`src/design/qme_pkg.sv`:
```
// Shared types and constants of the quadratic motion extrapolator.
// Used by every design file; depends on nothing.
`timescale 1ns / 1ps

package qme_pkg;

	localparam int QME_HIST_DEPTH = 8;
	localparam int QME_FILL_W     = $clog2(QME_HIST_DEPTH + 1);
	localparam int QME_POS_W      = 32;
	localparam int QME_LA_W       = 8;
	localparam int QME_D1_W       = QME_POS_W + 1;
	localparam int QME_D2_W       = QME_POS_W + 2;
	localparam int QME_OPA_W      = 43;
	localparam int QME_PROD_W     = QME_OPA_W + QME_LA_W + 1;
	localparam int QME_SUM_W      = QME_PROD_W + 1;
	localparam int QME_IDX_W      = 2;

	localparam logic [1:0] QME_LAST_AXIS = 2'd2;

	typedef logic signed [QME_POS_W-1:0] pos_t;

	typedef enum logic [QME_IDX_W-1:0] {
		CFG_STD_LA  = 2'd0,
		CFG_START_X = 2'd1,
		CFG_START_Y = 2'd2,
		CFG_START_Z = 2'd3
	} cfg_reg_t;

	typedef enum logic [2:0] {
		ST_IDLE,
		ST_DIFF,
		ST_EVAL,
		ST_DRAIN,
		ST_DONE
	} qme_state_t;

	typedef enum logic [1:0] {
		PH_MUL_D2,
		PH_ADD_D1,
		PH_MUL_W
	} qme_phase_t;

	typedef struct packed {
		logic       accept;
		logic       diff;
		logic       mul_d2;
		logic       add_d1;
		logic       mul_w;
		logic [1:0] axis;
		logic       use_query;
		logic       load_out;
	} qme_ctl_t;

endpackage

```
`src/design/qme_if.sv`:
```
// Handshake channels of the extrapolator: sample items in, result items out.
// Depends on qme_pkg.
`timescale 1ns / 1ps

interface qme_sample_if;
	logic                           valid;
	logic                           ready;
	logic                           restart;
	qme_pkg::pos_t                  sample_x;
	qme_pkg::pos_t                  sample_y;
	qme_pkg::pos_t                  sample_z;
	logic [qme_pkg::QME_LA_W-1:0]   query_lookahead;

	modport source(output valid, restart, sample_x, sample_y, sample_z, query_lookahead,
		input ready);
	modport sink(input valid, restart, sample_x, sample_y, sample_z, query_lookahead,
		output ready);
endinterface

interface qme_result_if;
	logic          valid;
	logic          ready;
	qme_pkg::pos_t std_x;
	qme_pkg::pos_t std_y;
	qme_pkg::pos_t std_z;
	qme_pkg::pos_t ahead_x;
	qme_pkg::pos_t ahead_y;
	qme_pkg::pos_t ahead_z;
	logic          history_full;
	logic          saturated;

	modport source(output valid, std_x, std_y, std_z, ahead_x, ahead_y, ahead_z,
		history_full, saturated, input ready);
	modport sink(input valid, std_x, std_y, std_z, ahead_x, ahead_y, ahead_z,
		history_full, saturated, output ready);
endinterface

```
`src/design/qme_history.sv`:
```
// Position history (three newest samples per axis), fill count and the
// first and second differences per axis. Depends on qme_pkg.
`timescale 1ns / 1ps

module qme_history (
	input  logic                               clk,
	input  logic                               arst_n,
	input  logic                               accept,
	input  logic                               restart,
	input  qme_pkg::pos_t                      smp [3],
	input  logic                               diff,
	output qme_pkg::pos_t                      h0 [3],
	output logic signed [qme_pkg::QME_D1_W-1:0] d1 [3],
	output logic signed [qme_pkg::QME_D2_W-1:0] d2 [3],
	output logic                               full
);

	qme_pkg::pos_t                              hist_q [3][3];
	logic signed [qme_pkg::QME_D1_W-1:0]        d1_q [3];
	logic signed [qme_pkg::QME_D2_W-1:0]        d2_q [3];
	logic signed [qme_pkg::QME_D1_W-1:0]        d1_d [3];
	logic signed [qme_pkg::QME_D2_W-1:0]        d2_d [3];
	logic [qme_pkg::QME_FILL_W-1:0]             fill_q;
	logic [qme_pkg::QME_FILL_W-1:0]             fill_base;
	logic [qme_pkg::QME_FILL_W-1:0]             fill_nx;
	logic                                       full_q;

	localparam logic [qme_pkg::QME_FILL_W-1:0] DEPTH =
		qme_pkg::QME_FILL_W'(qme_pkg::QME_HIST_DEPTH);

	// restart clears the count before this sample counts; stop at the depth
	always_comb begin
		fill_base = restart ? '0 : fill_q;
		fill_nx   = (fill_base < DEPTH) ? fill_base + 1'b1 : fill_base;
	end

	always_ff @(posedge clk or negedge arst_n) begin
		if (!arst_n) begin
			fill_q <= '0;
			full_q <= 1'b0;
		end else if (accept) begin
			fill_q <= fill_nx;
			full_q <= (fill_nx >= DEPTH);
		end
	end

	always_comb begin
		for (int a = 0; a < 3; a++) begin
			d1_d[a] = $signed({hist_q[a][0][31], hist_q[a][0]})
				- $signed({hist_q[a][1][31], hist_q[a][1]});
			d2_d[a] = $signed({{2{hist_q[a][0][31]}}, hist_q[a][0]})
				- $signed({hist_q[a][1][31], hist_q[a][1], 1'b0})
				+ $signed({{2{hist_q[a][2][31]}}, hist_q[a][2]});
		end
	end

	always_ff @(posedge clk) begin
		for (int a = 0; a < 3; a++) begin
			if (accept) begin
				hist_q[a][2] <= hist_q[a][1];
				hist_q[a][1] <= hist_q[a][0];
				hist_q[a][0] <= smp[a];
			end
			if (diff) begin
				d1_q[a] <= d1_d[a];
				d2_q[a] <= d2_d[a];
			end
		end
	end

	always_comb begin
		for (int a = 0; a < 3; a++) begin
			h0[a] = hist_q[a][0];
			d1[a] = d1_q[a];
			d2[a] = d2_q[a];
		end
	end

	assign full = full_q;

endmodule

```
`src/design/qme_mul.sv`:
```
// Shared multiplier: signed operand times unsigned lookahead, product registered.
// Depends on qme_pkg.
`timescale 1ns / 1ps

module qme_mul (
	input  logic                                  clk,
	input  logic                                  en,
	input  logic signed [qme_pkg::QME_OPA_W-1:0]  a,
	input  logic [qme_pkg::QME_LA_W-1:0]          b,
	output logic signed [qme_pkg::QME_PROD_W-1:0] p_q
);

	logic signed [qme_pkg::QME_LA_W:0]     b_s;
	logic signed [qme_pkg::QME_PROD_W-1:0] a_x;
	logic signed [qme_pkg::QME_PROD_W-1:0] b_x;

	always_comb begin
		b_s = $signed({1'b0, b});
		a_x = qme_pkg::QME_PROD_W'(a);
		b_x = qme_pkg::QME_PROD_W'(b_s);
	end

	always_ff @(posedge clk) begin
		if (en) begin
			p_q <= a_x * b_x;
		end
	end

endmodule

```
`src/design/qme_ctrl.sv`:
```
// Sequencer: walks six evaluations (std then query, axes x y z), three phases
// each, through the shared multiplier. Depends on qme_pkg.
`timescale 1ns / 1ps

module qme_ctrl (
	input  logic              clk,
	input  logic              arst_n,
	input  logic              in_valid,
	input  logic              out_free,
	input  logic              full,
	output logic              in_ready,
	output qme_pkg::qme_ctl_t ctl
);

	qme_pkg::qme_state_t state_q, state_d;
	qme_pkg::qme_phase_t ph_q;
	logic [1:0]          ax_q;
	logic                lk_q;
	logic                last_eval;

	assign last_eval = (ph_q == qme_pkg::PH_MUL_W) && (ax_q == qme_pkg::QME_LAST_AXIS) && lk_q;

	always_comb begin
		state_d = state_q;
		unique case (state_q)
			qme_pkg::ST_IDLE: begin
				if (in_valid) state_d = qme_pkg::ST_DIFF;
			end
			qme_pkg::ST_DIFF: begin
				state_d = full ? qme_pkg::ST_EVAL : qme_pkg::ST_DONE;
			end
			qme_pkg::ST_EVAL: begin
				if (last_eval) state_d = qme_pkg::ST_DRAIN;
			end
			qme_pkg::ST_DRAIN: begin
				state_d = qme_pkg::ST_DONE;
			end
			qme_pkg::ST_DONE: begin
				if (out_free) state_d = qme_pkg::ST_IDLE;
			end
			default: begin
				state_d = qme_pkg::ST_IDLE;
			end
		endcase
	end

	always_comb begin
		in_ready      = (state_q == qme_pkg::ST_IDLE);
		ctl.accept    = (state_q == qme_pkg::ST_IDLE) && in_valid;
		ctl.diff      = (state_q == qme_pkg::ST_DIFF);
		ctl.mul_d2    = (state_q == qme_pkg::ST_EVAL) && (ph_q == qme_pkg::PH_MUL_D2);
		ctl.add_d1    = (state_q == qme_pkg::ST_EVAL) && (ph_q == qme_pkg::PH_ADD_D1);
		ctl.mul_w     = (state_q == qme_pkg::ST_EVAL) && (ph_q == qme_pkg::PH_MUL_W);
		ctl.axis      = ax_q;
		ctl.use_query = lk_q;
		ctl.load_out  = (state_q == qme_pkg::ST_DONE) && out_free;
	end

	always_ff @(posedge clk or negedge arst_n) begin
		if (!arst_n) begin
			state_q <= qme_pkg::ST_IDLE;
			ph_q    <= qme_pkg::PH_MUL_D2;
			ax_q    <= '0;
			lk_q    <= 1'b0;
		end else begin
			state_q <= state_d;
			if (state_q == qme_pkg::ST_DIFF) begin
				ph_q <= qme_pkg::PH_MUL_D2;
				ax_q <= '0;
				lk_q <= 1'b0;
			end else if (state_q == qme_pkg::ST_EVAL) begin
				unique case (ph_q)
					qme_pkg::PH_MUL_D2: ph_q <= qme_pkg::PH_ADD_D1;
					qme_pkg::PH_ADD_D1: ph_q <= qme_pkg::PH_MUL_W;
					qme_pkg::PH_MUL_W: begin
						ph_q <= qme_pkg::PH_MUL_D2;
						// advance axis; after z switch to the query lookahead
						if (ax_q == qme_pkg::QME_LAST_AXIS) begin
							ax_q <= '0;
							lk_q <= 1'b1;
						end else begin
							ax_q <= ax_q + 2'd1;
						end
					end
					default: ph_q <= qme_pkg::PH_MUL_D2;
				endcase
			end
		end
	end

endmodule

```
`src/design/quadratic_motion_extrapolator.sv`:
```
// Quadratic motion extrapolator, top level: config registers, held prediction,
// finishing adder with saturation and the result register. Depends on qme_pkg,
// qme_if, qme_history, qme_mul and qme_ctrl.
`timescale 1ns / 1ps

// One item is one position sample. While the history holds fewer than
// QME_HIST_DEPTH samples since the last restart, an item goes from the
// difference state straight to the done state. Once the history is full,
// each axis is evaluated for the standard and for the query lookahead as
// P0 + floor(t*(2*d1 + d2*t)/2), and the six evaluations run one after the
// other through a single registered multiplier, each as d2 times t, the sum
// with 2*d1, and that sum times t. A finished result sits in an output
// register, so the next item is taken while it waits; the block stalls only
// when a second result is ready before the first was taken. Configuration
// writes are taken at any time but are meant for an idle block; writing a
// start register loads the held prediction of that axis.

module quadratic_motion_extrapolator (
	input  logic                            clk,
	input  logic                            arst_n,
	input  logic                            cfg_wr_en,
	input  logic [qme_pkg::QME_IDX_W-1:0]   cfg_index,
	input  logic [qme_pkg::QME_POS_W-1:0]   cfg_data,
	qme_sample_if.sink                      sample_ch,
	qme_result_if.source                    result_ch
);

	qme_pkg::qme_ctl_t                          ctl;
	qme_pkg::pos_t                              smp [3];
	qme_pkg::pos_t                              h0 [3];
	logic signed [qme_pkg::QME_D1_W-1:0]        d1 [3];
	logic signed [qme_pkg::QME_D2_W-1:0]        d2 [3];
	logic                                       full;
	logic                                       out_free;

	logic [qme_pkg::QME_LA_W-1:0]               std_la_q;
	logic [qme_pkg::QME_LA_W-1:0]               tq_q;
	qme_pkg::pos_t                              held_q [3];
	qme_pkg::pos_t                              ahead_q [3];
	logic                                       sat_q;

	logic signed [qme_pkg::QME_OPA_W-1:0]       w_q;
	logic signed [qme_pkg::QME_OPA_W-1:0]       w_d;
	logic signed [qme_pkg::QME_OPA_W-1:0]       mul_a;
	logic [qme_pkg::QME_LA_W-1:0]               mul_b;
	logic signed [qme_pkg::QME_PROD_W-1:0]      m_q;

	logic                                       fin_v_q;
	logic [1:0]                                 fin_ax_q;
	logic                                       fin_lk_q;
	logic signed [qme_pkg::QME_SUM_W-1:0]       sum;
	logic                                       sat_hi;
	logic                                       sat_lo;
	qme_pkg::pos_t                              fin_r;

	logic                                       out_valid_q;

	assign smp[0] = sample_ch.sample_x;
	assign smp[1] = sample_ch.sample_y;
	assign smp[2] = sample_ch.sample_z;

	qme_ctrl u_ctrl (
		.clk      (clk),
		.arst_n   (arst_n),
		.in_valid (sample_ch.valid),
		.out_free (out_free),
		.full     (full),
		.in_ready (sample_ch.ready),
		.ctl      (ctl)
	);

	qme_history u_hist (
		.clk     (clk),
		.arst_n  (arst_n),
		.accept  (ctl.accept),
		.restart (sample_ch.restart),
		.smp     (smp),
		.diff    (ctl.diff),
		.h0      (h0),
		.d1      (d1),
		.d2      (d2),
		.full    (full)
	);

	always_comb begin
		mul_a = ctl.mul_d2 ? qme_pkg::QME_OPA_W'(d2[ctl.axis]) : w_q;
		mul_b = ctl.use_query ? tq_q : std_la_q;
		// w = 2*d1 + d2*t, with d2*t in the low bits of the product
		w_d   = $signed({{(qme_pkg::QME_OPA_W - qme_pkg::QME_D1_W - 1){d1[ctl.axis][32]}},
			d1[ctl.axis], 1'b0}) + $signed(m_q[qme_pkg::QME_OPA_W-1:0]);
	end

	qme_mul u_mul (
		.clk (clk),
		.en  (ctl.mul_d2 | ctl.mul_w),
		.a   (mul_a),
		.b   (mul_b),
		.p_q (m_q)
	);

	always_ff @(posedge clk) begin
		if (ctl.add_d1) begin
			w_q <= w_d;
		end
		if (ctl.accept) begin
			tq_q <= sample_ch.query_lookahead;
		end
		if (ctl.mul_w) begin
			fin_ax_q <= ctl.axis;
			fin_lk_q <= ctl.use_query;
		end
	end

	// finish: P0 + product/2 (floor), clamp to the signed 32-bit range
	always_comb begin
		sum    = $signed({{(qme_pkg::QME_SUM_W - qme_pkg::QME_POS_W){h0[fin_ax_q][31]}},
			h0[fin_ax_q]}) + $signed({{2{m_q[qme_pkg::QME_PROD_W-1]}},
			m_q[qme_pkg::QME_PROD_W-1:1]});
		sat_hi = !sum[qme_pkg::QME_SUM_W-1] && (|sum[qme_pkg::QME_SUM_W-2:31]);
		sat_lo = sum[qme_pkg::QME_SUM_W-1] && !(&sum[qme_pkg::QME_SUM_W-2:31]);
		priority if (sat_hi) begin
			fin_r = {1'b0, {(qme_pkg::QME_POS_W-1){1'b1}}};
		end else if (sat_lo) begin
			fin_r = {1'b1, {(qme_pkg::QME_POS_W-1){1'b0}}};
		end else begin
			fin_r = sum[qme_pkg::QME_POS_W-1:0];
		end
	end

	always_ff @(posedge clk or negedge arst_n) begin
		if (!arst_n) begin
			fin_v_q <= 1'b0;
			sat_q   <= 1'b0;
		end else begin
			fin_v_q <= ctl.mul_w;
			if (ctl.accept) begin
				sat_q <= 1'b0;
			end else if (fin_v_q) begin
				sat_q <= sat_q | sat_hi | sat_lo;
			end
		end
	end

	always_ff @(posedge clk) begin
		if (fin_v_q && fin_lk_q) begin
			ahead_q[fin_ax_q] <= fin_r;
		end
	end

	// start-register writes and standard results both land in the held prediction
	always_ff @(posedge clk or negedge arst_n) begin
		if (!arst_n) begin
			std_la_q <= qme_pkg::QME_LA_W'(1);
			for (int a = 0; a < 3; a++) begin
				held_q[a] <= '0;
			end
		end else begin
			if (cfg_wr_en) begin
				unique case (qme_pkg::cfg_reg_t'(cfg_index))
					qme_pkg::CFG_STD_LA:  std_la_q  <= cfg_data[qme_pkg::QME_LA_W-1:0];
					qme_pkg::CFG_START_X: held_q[0] <= cfg_data;
					qme_pkg::CFG_START_Y: held_q[1] <= cfg_data;
					qme_pkg::CFG_START_Z: held_q[2] <= cfg_data;
					default: ;
				endcase
			end
			if (fin_v_q && !fin_lk_q) begin
				held_q[fin_ax_q] <= fin_r;
			end
		end
	end

	assign out_free = !out_valid_q || result_ch.ready;

	always_ff @(posedge clk or negedge arst_n) begin
		if (!arst_n) begin
			out_valid_q <= 1'b0;
		end else if (ctl.load_out) begin
			out_valid_q <= 1'b1;
		end else if (result_ch.ready) begin
			out_valid_q <= 1'b0;
		end
	end

	always_ff @(posedge clk) begin
		if (ctl.load_out) begin
			result_ch.std_x        <= held_q[0];
			result_ch.std_y        <= held_q[1];
			result_ch.std_z        <= held_q[2];
			result_ch.ahead_x      <= full ? ahead_q[0] : held_q[0];
			result_ch.ahead_y      <= full ? ahead_q[1] : held_q[1];
			result_ch.ahead_z      <= full ? ahead_q[2] : held_q[2];
			result_ch.history_full <= full;
			result_ch.saturated    <= sat_q;
		end
	end

	assign result_ch.valid = out_valid_q;

endmodule

```
`src/flat_wrapper.sv`:
```
// flat-port wrapper written by rule: the top's interface ports become plain ports
module quadratic_motion_extrapolator_flat 
  (clk, arst_n, cfg_wr_en, cfg_index, cfg_data, sample_ch_valid, sample_ch_restart, sample_ch_sample_x, sample_ch_sample_y, sample_ch_sample_z, sample_ch_query_lookahead, sample_ch_ready, result_ch_valid, result_ch_std_x, result_ch_std_y, result_ch_std_z, result_ch_ahead_x, result_ch_ahead_y, result_ch_ahead_z, result_ch_history_full, result_ch_saturated, result_ch_ready);
  qme_sample_if sample_ch_i ();
  qme_result_if result_ch_i ();
  input  logic clk;
  input  logic arst_n;
  input  logic cfg_wr_en;
  input  logic [qme_pkg::QME_IDX_W-1:0] cfg_index;
  input  logic [qme_pkg::QME_POS_W-1:0] cfg_data;
  input wire logic [$bits(sample_ch_i.valid)-1:0] sample_ch_valid;
  input wire logic [$bits(sample_ch_i.restart)-1:0] sample_ch_restart;
  input wire logic [$bits(sample_ch_i.sample_x)-1:0] sample_ch_sample_x;
  input wire logic [$bits(sample_ch_i.sample_y)-1:0] sample_ch_sample_y;
  input wire logic [$bits(sample_ch_i.sample_z)-1:0] sample_ch_sample_z;
  input wire logic [$bits(sample_ch_i.query_lookahead)-1:0] sample_ch_query_lookahead;
  output wire logic [$bits(sample_ch_i.ready)-1:0] sample_ch_ready;
  output wire logic [$bits(result_ch_i.valid)-1:0] result_ch_valid;
  output wire logic [$bits(result_ch_i.std_x)-1:0] result_ch_std_x;
  output wire logic [$bits(result_ch_i.std_y)-1:0] result_ch_std_y;
  output wire logic [$bits(result_ch_i.std_z)-1:0] result_ch_std_z;
  output wire logic [$bits(result_ch_i.ahead_x)-1:0] result_ch_ahead_x;
  output wire logic [$bits(result_ch_i.ahead_y)-1:0] result_ch_ahead_y;
  output wire logic [$bits(result_ch_i.ahead_z)-1:0] result_ch_ahead_z;
  output wire logic [$bits(result_ch_i.history_full)-1:0] result_ch_history_full;
  output wire logic [$bits(result_ch_i.saturated)-1:0] result_ch_saturated;
  input wire logic [$bits(result_ch_i.ready)-1:0] result_ch_ready;
  assign sample_ch_i.valid = sample_ch_valid;
  assign sample_ch_i.restart = sample_ch_restart;
  assign sample_ch_i.sample_x = sample_ch_sample_x;
  assign sample_ch_i.sample_y = sample_ch_sample_y;
  assign sample_ch_i.sample_z = sample_ch_sample_z;
  assign sample_ch_i.query_lookahead = sample_ch_query_lookahead;
  assign sample_ch_ready = sample_ch_i.ready;
  assign result_ch_valid = result_ch_i.valid;
  assign result_ch_std_x = result_ch_i.std_x;
  assign result_ch_std_y = result_ch_i.std_y;
  assign result_ch_std_z = result_ch_i.std_z;
  assign result_ch_ahead_x = result_ch_i.ahead_x;
  assign result_ch_ahead_y = result_ch_i.ahead_y;
  assign result_ch_ahead_z = result_ch_i.ahead_z;
  assign result_ch_history_full = result_ch_i.history_full;
  assign result_ch_saturated = result_ch_i.saturated;
  assign result_ch_i.ready = result_ch_ready;
  quadratic_motion_extrapolator u_core (.clk(clk), .arst_n(arst_n), .cfg_wr_en(cfg_wr_en), .cfg_index(cfg_index), .cfg_data(cfg_data), .sample_ch(sample_ch_i), .result_ch(result_ch_i));
endmodule
```
`config.mk`:
```
export PLATFORM = sky130hd
export DESIGN_NAME = quadratic_motion_extrapolator_flat
export DESIGN_NICKNAME = d
export VERILOG_FILES = /design/src/design/qme_pkg.sv /design/src/design/qme_if.sv /design/src/design/qme_history.sv /design/src/design/qme_mul.sv /design/src/design/qme_ctrl.sv /design/src/design/quadratic_motion_extrapolator.sv /design/src/flat_wrapper.sv
export SDC_FILE = /design/constraint.sdc
export NUM_CORES = 2
export LEC_CHECK = 0
export ABC_CLOCK_PERIOD_IN_PS = 10700
export BUFFER_PORTS_ARGS = -buffer_cell sky130_fd_sc_hd__buf_2
export CAP_MARGIN = 5
export CORE_UTILIZATION = 57
export DETAILED_ROUTE_END_ITERATION = 6
export PLACE_DENSITY_LB_ADDON = 0.15
export SYNTH_ARGS = -nofsm -noshare
export SYNTH_HDL_FRONTEND = slang
export SYNTH_SLANG_ARGS = --single-unit
```
`constraint.sdc`:
```
create_clock -name clk -period 10.7 [get_ports clk]
set_clock_uncertainty 0.2 [all_clocks]
set_input_delay 1.07 -clock clk [delete_from_list [all_inputs] [get_ports clk]]
set_output_delay 1.07 -clock clk [all_outputs]
set_load 0.02 [all_outputs]
```
* Word level (Yosys, flattened, before mapping)
Memories as Yosys holds them, arrays and structs flattened. Cells that the tools add are included.
Storage, ports and cells: register bits 420, bits in latches 0, RAM bits 585, ROM bits 0, bits of input ports 144, output and inout bits 196, logic and storage cells 150, memories 4
Cells by class: add/subtract/negate cells 13, $mul 1, divide/modulo/power cells 0, magnitude comparators 5, equality and inequality tests 13, shifts and indexed selects 0, muxes and demuxes 52, bitwise operators 5, reductions and logical operators 31
Memories:
- u_core.u_hist.hist_q | depth 3, width 96, rd ports 3, clocked after memory_dff 0, wr ports 3, line qme_history.sv:18 | qme_pkg::pos_t hist_q [3][3];
- u_core.u_hist.d2_q | depth 3, width 34, rd ports 3, clocked after memory_dff 0, wr ports 3, line qme_history.sv:20 | logic signed [qme_pkg::QME_D2_W-1:0] d2_q [3];
- u_core.u_hist.d1_q | depth 3, width 33, rd ports 3, clocked after memory_dff 0, wr ports 3, line qme_history.sv:19 | logic signed [qme_pkg::QME_D1_W-1:0] d1_q [3];
- u_core.ahead_q | depth 3, width 32, rd ports 3, clocked after memory_dff 0, wr ports 1, line quadratic_motion_extrapolator.sv:39 | qme_pkg::pos_t ahead_q [3];
Operator list (number):
- $mux 32 | 11
- $mux 96 | 2
- $add 34x32->34 | 3
- $sub 32x33->34 | 3
- $sub 32x32->33 | 3
- $bwmux 96 | 1
- $bmux 34 s2 | 1
- $mux 34 | 2
- $bmux 33 s2 | 1
- $mux 33 | 2
- $bmux 32 s2 | 1
- $demux 32 s2 | 1
- $add 32x51->52 | 1
- $mul 43x9->52 | 1
- $add 34x43->43 | 1
- $mux 43 | 1
- $reduce_and 21->1 | 1
- $reduce_or 21->1 | 1
- $pmux 3 s5 | 1
- $mux 1 | 14
- $logic_and 1x1->1 | 12
- $mux 2 | 6
- $mux 3 | 4
- $reduce_bool 2->1 | 5
- other kinds (23) | 41

* Depth between registers and ports, before layout
word-level depth 12, depth in mapped cells 31, gate-level depth less buffers 28

* Cells and area by module
A second synthesis with hierarchy kept.
Second synthesis, totals: cell total of the unflattened synthesis 6228, area total of the unflattened synthesis 67503.5 sq um
Modules (own cells, without submodules):
- qme_history | times used 1, cells an instance 2482, area an instance 28792.6 sq um, seq. area each 14784.2 sq um
- quadratic_motion_extrapolator | times used 1, cells an instance 2177, area an instance 24584.8 sq um, seq. area each 13008.7 sq um
- qme_mul | times used 1, cells an instance 1518, area an instance 13678.1 sq um, seq. area each 1561.5 sq um
- qme_ctrl | times used 1, cells an instance 51, area an instance 447.9 sq um, seq. area each 200.2 sq um

* Least setup slack after synthesis
No wires, ideal clock.
path type flip-flop to flip-flop, start point register u_core.u_ctrl.state_q[0], end point register u_core.u_hist.fill_q[1] in the netlist's numbering, setup time 131 ps, data arrival time 11017 ps, data required time 10369 ps, path slack -648 ps, stages on the path, launching flop included 7, buffers on the path 2, period minus slack after synthesis 11348 ps, path through dfrtp_1 > clkbuf_1 > nor3_1 > and2_1 > clkbuf_1 > o21ai_0 > mux2_2
RTL lines:
- from (decl) | line qme_ctrl.sv:15 | qme_pkg::qme_state_t state_q, state_d;
- from (signal assigned) | line qme_ctrl.sv:61 | state_q <= qme_pkg::ST_IDLE;
- from (signal assigned) | line qme_ctrl.sv:66 | state_q <= state_d;
- to (signal assigned) | line qme_history.sv:42 | fill_q <= fill_nx;
- to (decl) | line qme_history.sv:23 | logic [qme_pkg::QME_FILL_W-1:0] fill_q;

* Final worst setup path
start point register u_core.u_ctrl.state_q[0], end point register u_core.u_mul.p_q[44] in the netlist's numbering (data pin)
Between the ends: longest elaborated chain between the ends 4
Ends and longest elaborated chain:
- $eq 3x2->1 | line qme_ctrl.sv:51 | ctl.mul_d2 = (state_q == qme_pkg::ST_EVAL) && (ph_q == qme_pkg::PH_MUL_D2);
- $logic_and 1x1->1 | line qme_ctrl.sv:51
- $mux 43 | line quadratic_motion_extrapolator.sv:86 | mul_a = ctl.mul_d2 ? qme_pkg::QME_OPA_W'(d2[ctl.axis]) : w_q;
- $mul 43x9->52 | line qme_mul.sv:25 | p_q <= a_x * b_x;
- to (signal assigned) | line qme_mul.sv:25
- to (decl) | line qme_mul.sv:10 | output logic signed [qme_pkg::QME_PROD_W-1:0] p_q
No other way between the ends. A chain may end at the register's enable or synchronous reset.

==> key figures <==
Logic synthesis
  – Leading area contributor after synthesis: edfxtp_1
  – Synth Instances: 5864
  – Syn nets: 6765
  – Synthesized flop and latch total: 1004
  – Post-synth ARST share: 11.85%
  – Post-synthesis cell area: 65270 µm²
  – Largest cells by area after synthesis: edfxtp_1 41%, fa_1 11%, ha_1 7.5%
  – Avg Inst Size Synth: 11.13 µm²
  – Main synth FF type: edfxtp_1
  – Post-synth EDFFs: 885
  – Synth top area share: 40.71%
  – Post-synthesis sequential area ratio: 45.28%
  – Synthesis Warnings: 0
  – Netlist cell types: 104

Clock tree
  – Clock H-tree levels: 3
  – Skew-Pair Late Insertion Delay: 0.72 ns
  – Clk buf depth: 3
  – TritonCTS clock tree: yes
  – Post-CTS Resized: 0
  – Setup repair bufs after CTS: 0
  – Clk slew on worst S/H paths: 0.06 ns
  – CTS Buf Count: 107
  – Root Buffer Master: clkbuf_16
  – Sink Count: 1004
  – Post-CTS Hold Buffers: 0

Route
  – Drt initial violations: 3704
  – Wirelength, routed: 161400 µm
  – Total number of vias: 44.70k
  – DRC violations left: 0
  – Routed length per placed instance: 20.76 µm
  – Vias per inst: 5.748
  – Antenna Nets Post-Route: 0
  – DRT Pass-1 Iters: 6

Power
  – P_sw: 11.83 mW
  – P_int: 15.02 mW
  – Worst VDD drop: 0.0002970 V
  – Clock power frac: 13.8%
  – Power per cell area: 372.9 nW/µm²
  – Net Sw Frac: 44.06%
  – Sequential power share: 26.4%
  – Leakage power: 31.57 nW
  – Combinational share of power: 59.8%

Layout
  – Filler Cell Count: 8944
  – Post-layout net count: 7081
  – Fin area: 72010 µm²
  – Commonest non-fill, non-tap cell in the layout: inv_1
  – Most frequent cells in the layout: 909 x inv_1, 885 x edfxtp_1, 424 x nor2_1
  – Area grow syn2layout: 10.32%
  – Final non-filler cell total: 7777
  – Ratio of cells with drive above 1 in the final layout: 12.35%

GRT
  – Pin count of the biggest net entering global routing: 181
  – First-pass GRT wire length: 249500 µm
  – Global router's overall resource usage: 27.88%
  – Initial antenna violation count: 8
  – Vias in the first global route: 44.31k
  – Grt ovf: 0

Timing
  – Worst-margin pin slew: 1.185 ns
  – Fin crit period: 8.760 ns
  – Final Slew Violations: 0
  – RSZ-0062 raised after global routing: no
  – Final worst slack: 1.940 ns
  – Hold Slack: 0.2168 ns
  – Final Cycle Share: 81.87%
  – Slew headroom: 20.98%
  – Final Hold Fails: 0
  – Setup Viol. Count Final: 0
  – Setup_tns: 0 ns
  – Max Freq: 0.1142 GHz

Setup path
  – Worst r2r src: u_core.u_ctrl.state_q[0]
  – Worst EP required: 10.95 ns
  – Slowest stage delay, CP: 0.67 ns
  – Element type at the critical path start: register
  – CP max FO: 54
  – R2R Path End: u_core.u_mul.p_q[44]
  – Highest-delay cell along the critical path: o21ai_0
  – Crit path DAT: 9.01 ns
  – Worst Path Class, Setup: register to register
  – Setup crit end kind: register
  – R2R setup slack: 1.94 ns
  – Reg2Reg Depth: 27

Floorplanning
  – Starting Density: 57.78%
  – Total core area: 113000 µm²
  – Die Wd: 340.4 µm
  – Chip height: 340.4 µm
  – Row Count: 123
  – I/O pins: 340
  – Die area: 115900 µm²

Placed design
  – RD Place Congestion: 0.9402
  – Pre-CTS setup slack: 2.034 ns
  – DP Wirelength: 122400 µm
  – Inst Count DP: 7571
  – Port Buf Inserts: 339
  – Area after DPL: 68450 µm²

Status
  – Status: finished, final reports clean

Flow run
  – Max_cap viols: 0

Min path
  – Class of the worst hold path: primary input to asynchronous set/reset pin
-- flip-flops by register name, summed over array words and instances, names as in the netlist, 2 cells and up --
register,flops
u_core.held_q,96
u_core.result_ch.ahead_y,32
u_core.result_ch.ahead_x,32
u_core.result_ch.ahead_z,32
u_core.std_la_q,8
u_core.u_ctrl.ph_q,2
u_core.u_hist.d2_q,102
u_core.u_ctrl.ax_q,2
u_core.result_ch.std_y,32
u_core.u_mul.p_q,52
u_core.ahead_q,96
u_core.u_hist.hist_q,288
u_core.u_hist.fill_q,4
u_core.u_ctrl.state_q,3
u_core.result_ch.std_z,32
u_core.u_hist.d1_q,99
u_core.fin_ax_q,2
u_core.tq_q,8
u_core.result_ch.std_x,32
u_core.w_q,43
-- routing by layer --
metal	share of wire, %	global-route usage, %	routed length, µm
met1	44	38.48	71000
met2	47	46.32	75980
met3	5.9	3.156	9582
met4	3.0	8.735	4783
met5	0.055	0	88
-- power groups by stage --
stage | clock (mW) | combinational (mW) | sequential, mW
2_1_floorplan | 0 | 11.8 | 7.33
3_3_place_gp | 0 | 15.6 | 7.14
3_5_place_dp | 0 | 15.9 | 7.16
4_1_cts | 3.77 | 16.0 | 7.09
5_1_grt | 3.91 | 18.0 | 7.18
6_report | 3.70 | 16.1 | 7.09
-- cells by family (layout without fill, tap and decap cells) --
kind of cell	Yosys count	in the layout	share of synthesized area, %
flip-flops	1004	1004	45.28
AND/OR/NAND/NOR	1256	1256	8.795
AO/OA/AOI/OAI	1162	1162	11.73
multiplexers	314	314	5.030
adder cells (fa/ha/maj)	757	757	18.71
XOR/XNOR	291	291	3.905
buffers and inverters	1080	1490	6.552
other	0	3	0
-- per-stage QoR --
step	total power, mW	utilization (%)
after floorplan	19.15	-
after global placement	22.75	60.60
after detailed placement	23.05	60.60
after CTS	26.85	63.74
after global routing	29.07	63.75
final	26.86	63.75
-- worst max-delay path: cells and delay by family, from the launching register on --
kind            cells  cell delay (ns)
simple gates        6             1.33
fa+ha+maj           6             2.30
buf+inv             4             0.75
compound gates     11             3.42
flops               1             0.47
-- synthesized netlist by cell type (113+ instances only) --
cell type,n
edfxtp_1,885
a21o_1,129
a21oi_1,295
mux2i_1,202
inv_1,909
ha_1,392
dfrtp_1,118
xnor2_1,206
nand2_1,411
fa_1,365
clkbuf_1,113
o21ai_0,210
nor2_1,427
-- worst max-delay path by stage --
stage          slack, ns  cells after the start                      from                   end
5_1_grt             1.47                     27  u_core.u_ctrl.state_q[0]  u_core.u_mul.p_q[44]
3_5_place_dp        2.03                     27  u_core.u_ctrl.state_q[0]  u_core.u_mul.p_q[44]
6_report            1.94                     27  u_core.u_ctrl.state_q[0]  u_core.u_mul.p_q[44]
4_1_cts             2.00                     27  u_core.u_ctrl.state_q[0]  u_core.u_mul.p_q[44]
2_1_floorplan       0.04                     29  u_core.u_ctrl.state_q[0]  u_core.u_mul.p_q[49]
3_3_place_gp        2.23                     27  u_core.u_ctrl.state_q[0]  u_core.u_mul.p_q[44]
-- area by class of cell --
cell class / instances / area [µm²] / area share (%)
Antenna cell: 3 / 7.507 / 0.01042
Clock buffer: 135 / 2905 / 4.034
Clock inverter: 68 / 648.1 / 0.9000
Inverter: 909 / 3412 / 4.738
Multi-Input combinational cell: 3780 / 31580 / 43.86
Sequential cell: 1004 / 29560 / 41.05
Tap cell: 1500 / 1877 / 2.606
Timing Repair Buffer: 378 / 2017 / 2.801
(Power assumes the default switching activity.)
